File: src/hdl/gglap_pkg.sv
// Shared types, constants and table builder for the Gaussian graph Laplacian unit.
package gglap_pkg;

  localparam int CoordW   = 16;
  localparam int IndexW   = 6;
  localparam int CountW   = 7;
  localparam int ThreshW  = 34;
  localparam int InvEpsW  = 16;
  localparam int EntryW   = 23;
  localparam int WeightW  = 16;
  localparam int SumW     = 22;
  localparam int CfgIdxW  = 2;
  localparam int CfgDataW = 34;
  localparam int PointW   = 3 * CoordW;

  localparam logic [CfgIdxW-1:0] CfgPointsInUse = 2'd0;
  localparam logic [CfgIdxW-1:0] CfgThreshold   = 2'd1;
  localparam logic [CfgIdxW-1:0] CfgInvEpsilon  = 2'd2;

  localparam logic [CountW-1:0]  PointsInUseRst = 7'd64;
  localparam logic [ThreshW-1:0] ThresholdRst   = 34'd135813;
  localparam logic [InvEpsW-1:0] InvEpsilonRst  = 16'd1707;

  localparam logic OpStore = 1'b0;
  localparam logic OpQuery = 1'b1;

  typedef enum logic [2:0] {
    StIdle,
    StRow,
    StStream,
    StDrain,
    StDone
  } state_e;

  typedef struct packed {
    logic store;
    logic start;
    logic issue_row;
    logic issue;
    logic step;
    logic load_out;
  } cmd_t;

  typedef struct packed {
    logic in_range;
    logic last;
    logic pipe_busy;
    logic out_free;
  } status_t;

  // Entry k of exp(-x) over [0,16) in Q0.16; step is 16 in Q.32 over table depth.
  function automatic logic [WeightW-1:0] exp_entry(input int k, input logic [63:0] step);
    logic [63:0] term;
    logic [63:0] g;
    logic [63:0] acc;
    logic [63:0] e;
    term = 64'd1 << 32;
    g    = 64'd1 << 32;
    acc  = 64'd1 << 32;
    for (int i = 1; i <= 12; i++) begin
      term = ((term * step) >> 32) / 64'(i);
      if (i % 2 == 1) g = g - term;
      else g = g + term;
    end
    for (int j = 0; j < k; j++) begin
      acc = (acc * g + (64'd1 << 31)) >> 32;
    end
    e = (acc + 64'd32768) >> 16;
    return (e > 64'd65535) ? 16'hFFFF : e[WeightW-1:0];
  endfunction

endpackage

File: src/hdl/gglap_ctrl.sv
// Controller: sequences stores, row read, point stream, drain and result hand-off.
module gglap_ctrl
  import gglap_pkg::*;
(
  input  logic    clk_i,
  input  logic    rst_ni,
  input  logic    in_valid_i,
  input  logic    opcode_i,
  output logic    in_ready_o,
  input  status_t status_i,
  output cmd_t    cmd_o
);

  state_e state_q, state_d;

  always_ff @(posedge clk_i or negedge rst_ni) begin
    if (!rst_ni) state_q <= StIdle;
    else state_q <= state_d;
  end

  always_comb begin
    state_d = state_q;
    case (state_q)
      StIdle:   if (in_valid_i && opcode_i == OpQuery) state_d = StRow;
      StRow:    state_d = status_i.in_range ? StStream : StDone;
      StStream: if (status_i.last) state_d = StDrain;
      StDrain:  if (!status_i.pipe_busy) state_d = StDone;
      StDone:   if (status_i.out_free) state_d = StIdle;
      default:  state_d = StIdle;
    endcase
  end

  always_comb begin
    in_ready_o = 1'b0;
    cmd_o      = '0;
    case (state_q)
      StIdle: begin
        in_ready_o  = 1'b1;
        cmd_o.store = in_valid_i && opcode_i == OpStore;
        cmd_o.start = in_valid_i && opcode_i == OpQuery;
      end
      StRow:    cmd_o.issue_row = status_i.in_range;
      StStream: begin
        cmd_o.issue = 1'b1;
        cmd_o.step  = !status_i.last;
      end
      StDrain:  ;
      StDone:   cmd_o.load_out = status_i.out_free;
      default:  ;
    endcase
  end

endmodule

File: config.mk
export PLATFORM = sky130hd
export DESIGN_NAME = gglap_ctrl
export DESIGN_NICKNAME = d
export VERILOG_FILES = /design/src/hdl/gglap_pkg.sv /design/src/hdl/gglap_ctrl.sv
export SDC_FILE = /design/constraint.sdc
export NUM_CORES = 1
export LEC_CHECK = 0
export BUFFER_PORTS_ARGS = -buffer_cell sky130_fd_sc_hd__buf_2
export CAP_MARGIN = 20
export CORE_AREA = 2 2 39 41
export CTS_CLUSTER_DIAMETER = 50
export DETAILED_ROUTE_END_ITERATION = 8
export DIE_AREA = 0 0 41 43
export PLACE_DENSITY_LB_ADDON = 0.2
export SYNTH_ARGS = -nofsm -noshare
export SYNTH_HDL_FRONTEND = slang
export SYNTH_SLANG_ARGS = --single-unit
File: constraint.sdc
create_clock -name clk_i -period 1 [get_ports clk_i]
set_clock_uncertainty 0.1 [all_clocks]
set_input_delay 0.15 -clock clk_i [delete_from_list [all_inputs] [get_ports clk_i]]
set_output_delay 0.15 -clock clk_i [all_outputs]
set_load 0.05 [all_outputs]
==> results of run 1 <==
[cells by family after synthesis]
family	Yosys count	synth area share, %
AOI/OAI and AO/OA	5	16.6
buffers and inverters	2	6.86
and+or+nand+nor	15	42.3
DFF	3	34.3
[layout by cell type, fill, tap and decap left out, drive strengths merged]
| cell type | count |
|---|---|
| nand2 | 4 |
| buf | 21 |
| o21ai | 1 |
| and3 | 2 |
| clkbuf | 4 |
| nor3 | 1 |
| nand3b | 2 |
| a221oi | 1 |
| a21oi | 2 |
| dlygate4sd3 | 1 |
| nor2b | 2 |
| o22ai | 1 |
| dfrtp | 3 |
| inv | 1 |
| nor2 | 2 |
| nor3b | 2 |
[routing by layer]
| metal | up-vias | share of wire (%) | wire length, µm |
|---|---|---|---|
| li1 | 140 | - | - |
| met1 | 131 | 43 | 302 |
| met2 | 10 | 49 | 343 |
| met3 | 0 | 6.9 | 48 |
| met4 | 0 | 0 | 0 |
| met5 | - | 0 | 0 |
[critical path: stages, from the launching register on]
cell and delay [ps]:
dfrtp_2 460, nor3_4 240, and3_4 220, buf_8 140
[final cells by class]
cell class	instances	area (µm²)	area share, %
Sequential cell	3	78.8	15.8
Multi-Input combinational cell	20	183	36.6
Timing Repair Buffer	22	188	37.6
Inverter	1	3.75	0.752
Tap cell	16	20.0	4.01
Clock buffer	4	26.3	5.26
[per-stage QoR]
stage,TNS [ps],hold WS (ps)
6_report,-3810,39.9
5_1_grt,-4280,44.2
4_1_cts,-3890,35.1
3_5_place_dp,-2770,-152
3_3_place_gp,-2670,-153
2_1_floorplan,-3200,-246
[final timing paths]
path / to / from / cells after the start
setup / recovery: cmd_o[4] / state_q[1]$_DFFE_PN0P_ / 3
hold / removal: state_q[2]$_DFFE_PN0P_ / status_i[0] / 2
setup reg to reg: state_q[0]$_DFFE_PN0P_ / state_q[1]$_DFFE_PN0P_ / 4
hold reg to reg: state_q[0]$_DFFE_PN0P_ / state_q[2]$_DFFE_PN0P_ / 2
max in group asynchronous: state_q[0]$_DFFE_PN0P_ / rst_ni / 2
min in group asynchronous: state_q[2]$_DFFE_PN0P_ / rst_ni / 2
[power by group]
| group | internal (W) | switching [W] |
|---|---|---|
| Sequential | 0.000188 | 0.000138 |
| Combinational | 0.000589 | 0.000621 |
| Clock | 0.000150 | 0.0000696 |
| Total | 0.000927 | 0.000829 |
[repair_timing]
| action | in CTS | in global routing |
|---|---|---|
| setup endpoints to repair | 10 | 10 |
| hold endpoints to repair | 3 | 0 |
| gates resized for setup | 14 | 8 |
| setup buffers | 2 | 3 |
| pin swaps | 3 | 1 |
| hold buffers | 1 | 0 |
==> metrics.yaml, run 1 <==
hold_path:
  holdCritPathClass: "input pin to flop"
cells_and_area:
  top_regs: "state_q: 3 flops"
  finish.utilization_pct: 36.1
  finalNonFillerCells: 66
  largest_reg_flops: 3
  layout.nets: 59
  nFillCells: 150
  diodes: 0
  syn_to_final_growth_pct: 128
  finalInstanceArea_um2: 499
  top_register: "state_q"
  layout-drive-gt1-share_pct: 78.0
worst_setup_path:
  cp_max_fo: 7
  required_ps: 750
  crit_arrival_ps: 1290
  r2r_slack_ps: -280
  setup.worst_path.start_class: "flop"
  worstSetupPathType: "flop to primary output"
  end_kind: "primary output"
clocking:
  cts_buffers: 3
  insertion_delay_ps: 230
  clk_path_buf_depth: 2
  cts_root_buffer: "clkbuf_4"
  path_clk_slew_ps: 40
  numClockSinks: 3
  h-tree-depth: 1
  cts_tree: "built"
timing:
  post-route-min-period_ps: 1540
  slew_violations: 0
  hold_viol_final: 0
  period_share_pct: 154
  setup_viol: 10
  rsz0062_at_grt: "true"
  worstMarginPinSlew_ps: 231
  fmax_mhz: 649
  setup_ws_ps: -541
  relSlewSlack_pct: 84.4
yosys:
  synth_area_leaders: "dfrtp_1, a221oi_2, nand2_1, nand3b_1, and3_1"
  yosysWarnings: 0
  synth_most_common_cell: "nand2_1"
  synth-edff-count: 0
  ys_dominant_reg_cell: "dfrtp_1"
  syn-num-nets: 33
  synth_common_cells: "nand2_1, dfrtp_1"
  synth_top_area_cell: "dfrtp_1"
  async_flop_share_pct: 100
  yosysUniqueCellTypes: 15
  synth_area_um2: 219
  postSynthAreaPerCell_um2: 8.76
  synth.top_cell.area_share_pct: 34.3
  synth-seq-cells: 3
  ys_seq_area_share_pct: 34.3
  netlist_instances: 25
floorplanning:
  die_area_mm2: 0.00176
  die_h_um: 43
  core-area_mm2: 0.00138
  row_count: 14
  io_pins: 15
  start_util_pct: 15.8
  fp.dieW_um: 41
global_routing:
  gr-total-overflow: 0
  grt_max_degree: 9
  grt_pass1_vias: 289
  antenna_found_initial: 0
  grt_util_met2_pct: 13.1
  track_usage_pct: 9.07
  met3_usage_pct: 2.09
  busiest_layer: "met2"
  grt_pass1_wl_um: 1100
  met1_usage_pct: 11.4
power_and_ir_drop:
  vdd_drop_max_v: 0.00176
  power_density_mw_per_mm2: 3520
  p_total_w: 0.00176
  leakage_nw: 0.218
placement:
  dp_hpwl_um: 468
  preCtsSetupSlack_ps: -436
  io_buffers: 14
  dp.cells: 56
  placed_cell_area_um2: 357
  gp_congestion: 0.605
routing:
  drc: 0
  drt_wl_total_um: 695
  via_count: 281
  drtIter0Drc: 0
  vias_per_cell: 4.26
  drt-pass1-iter-count: 1
  ant_nets: 0
  wl_per_cell_um: 10.5
flow_run:
  cap_violations: 0
status:
  violations: "setup timing"
  status: "complete, but fails checks"
(Power assumes the default switching activity.)
==> run 2, diff against run 1 <==
--- a/config.mk
+++ b/config.mk
@@ -5,6 +5,7 @@
 export SDC_FILE = /design/constraint.sdc
 export NUM_CORES = 1
 export LEC_CHECK = 0
+export ABC_AREA = 1
 export BUFFER_PORTS_ARGS = -buffer_cell sky130_fd_sc_hd__buf_2
 export CAP_MARGIN = 20
 export CORE_AREA = 2 2 39 41
==> metrics.yaml, run 2 <==
cells_and_area:
  top_register: "state_q"
  finish.utilization_pct: 45.0
  nFillCells: 148
  layout_commonest_cell: "buf_4"
  layout.nets: 81
  top_regs: "state_q: 3 flops"
  syn_to_final_growth_pct: 177
  final_cell_mix: "buf_4, nand2_1, buf_2"
  diodes: 0
  largest_reg_flops: 3
  layout-drive-gt1-share_pct: 69.4
worst_setup_path:
  cp_max_fo: 3
  crit_path_max_incr_delay_ps: 430
  crit_arrival_ps: 1250
  cp_slowest_cell: "dfrtp_2"
  worstPathCellList: "nor2_4, buf_4, nand3_4, clkinvlp_4, buf_8"
  worstSetupPathType: "flop to primary output"
  required_ps: 750
  critical_path_buf_inv_count: 3
  crit_family: "flip-flops"
  setup.worst_path.start_class: "flop"
  end_kind: "primary output"
routing:
  drtIter0Drc: 0
  routed-wl-met3_um: 38
  drt_wl_total_um: 717
  route.met2.wl_um: 403
  wl_met1_um: 276
  vias_per_cell: 4.09
  drc: 0
  via_count: 360
  top_layer: "met3"
  ant_nets: 0
  wl_per_cell_um: 8.15
  drt-pass1-iter-count: 1
yosys:
  postSynthAreaPerCell_um2: 5.63
  synth_area_um2: 225
  yosysUniqueCellTypes: 9
  synth.top_cell.area_share_pct: 33.3
  synth-seq-cells: 3
  ys_seq_area_share_pct: 33.3
  ys_dominant_reg_cell: "dfrtp_1"
  synth_top_area_cell: "dfrtp_1"
  netlist_instances: 40
  synth_area_leaders: "dfrtp_1, nand2_1, nor2_1, inv_1, nand3_1"
  async_flop_share_pct: 100
  synth_most_common_cell: "nand2_1"
  synth-edff-count: 0
  yosysWarnings: 0
  syn-num-nets: 48
  synth_common_cells: "nand2_1, nor2_1, inv_1"
timing:
  hold_viol_final: 0
  worstMarginPinSlew_ps: 175
  tns_ps: -4320
  setup_viol: 10
  relSlewSlack_pct: 88.3
  post-route-min-period_ps: 1500
  period_share_pct: 150
  setup_ws_ps: -503
  fmax_mhz: 665
  slew_violations: 0
  rsz0062_at_grt: "true"
clocking:
  path_clk_slew_ps: 40
  h-tree-depth: 1
  clk_path_buf_depth: 2
  insertion_delay_ps: 230
  cts_buffers: 3
  numClockSinks: 3
  cts_tree: "built"
  cts_root_buffer: "clkbuf_4"
flow_run:
  cap_violations: 0
global_routing:
  grt_max_degree: 5
  grt_pass1_wl_um: 1200
  grt_pass1_vias: 321
  antenna_found_initial: 0
  gr-total-overflow: 0
  track_usage_pct: 10.4
power_and_ir_drop:
  vdd_drop_max_v: 0.00218
  p_seq_share_pct: 12.7
  p_int_w: 0.00117
  leakage_nw: 0.316
  power_density_mw_per_mm2: 3680
  sw_frac_of_total_pct: 48.9
  pwr-share-comb_pct: 78.3
  p_sw_w: 0.00112
  p_clk_share_pct: 9.1
floorplanning:
  fp.dieW_um: 41
  core-area_mm2: 0.00138
  io_pins: 15
  die_h_um: 43
  start_util_pct: 16.3
  die_area_mm2: 0.00176
  row_count: 14
hold_path:
  holdCritPathClass: "input pin to asynchronous set/reset pin"
status:
  status: "complete, but fails checks"
  violations: "setup timing"
placement:
  gp_congestion: 0.711
  preCtsSetupSlack_ps: -369
  io_buffers: 14
  dp_hpwl_um: 522
run 2: cell count changes after synthesis, sizes merged, moves of 3 or more:
cell,previous run,this run
inv,1,9
nand2,4,12
nand3,0,3
nor2,2,9
run 2: worst register-to-register path, cell delays in order (launching register included):
cell and delay [ps]:
dfrtp_2 430, nor2_4 150, buf_4 150, buf_4 100, buf_4 90, nand3_1 50
nand2_1 80, nor2_1 60, nand2_1 50, nand2_1 50
run 2: power by group through the flow:
stage                     Sequential [W]  Clock (W)  Combinational, W
final                           0.000290   0.000208           0.00179
after global routing            0.000300   0.000224           0.00192
after floorplan                 0.000298          0          0.000911
after CTS                       0.000286   0.000219           0.00165
after global placement          0.000269          0           0.00128
after detailed placement        0.000271          0           0.00128
run 2: logic make-up (layout without fill, tap and decap cells):
family | Yosys count | count (layout) | synth area share (%)
flip-flops | 3 | 3 | 33.3
AO/OA/AOI/OAI | 2 | 2 | 5.55
AND/OR/NAND/NOR | 26 | 26 | 46.1
buffers and inverters | 9 | 41 | 15.0
run 2: worst paths after layout:
kind                                             start                      to  slack, ps  depth (start not counted)
worst max-delay path            state_q[2]$_DFFE_PN0P_                cmd_o[1]       -500                          5
worst min-delay path                            rst_ni  state_q[2]$_DFFE_PN0P_        150                          2
worst max register to register  state_q[2]$_DFFE_PN0P_  state_q[0]$_DFFE_PN0P_       -440                          9
worst min register to register  state_q[1]$_DFFE_PN0P_  state_q[2]$_DFFE_PN0P_        540                          3
max in group asynchronous                       rst_ni  state_q[0]$_DFFE_PN0P_        540                          2
min in group clk_i                         status_i[0]  state_q[2]$_DFFE_PN0P_        160                          4
run 2: metrics by stage:
step | instances | hold slack, ps | area, µm² | power [W]
2_1_floorplan | 40 | -246 | 310 | 0.00121
3_3_place_gp | 77 | -154 | 453 | 0.00155
3_5_place_dp | 77 | -154 | 453 | 0.00155
4_1_cts | 86 | 132 | 591 | 0.00215
5_1_grt | 88 | 156 | 623 | 0.00244
6_report | 88 | 146 | 623 | 0.00229
run 2: metal layers:
layer / vias up / GRT usage, %
li1: 181 / -
met1: 167 / 10.7
met2: 12 / 16.3
met3: 0 / 3.14
met4: 0 / 8.00
met5: - / 0
run 2: cell type report:
class	instances	area, µm²	area share [%]
sequential	3	78.8	12.7
multi-input combinational	28	210	33.7
clock buffer	4	26.3	4.22
tap	16	20.0	3.21
inverter	9	47.5	7.63
timing repair buffer	28	240	38.6
run 2: timing repair:
action / CTS / global route
endpoints found under the hold margin: 3 / 0
hold buffers: 1 / 0
pin swaps: 8 / 2
setup buffers: 5 / 2
endpoints found under the setup margin: 10 / 10
resized for setup: 22 / 4
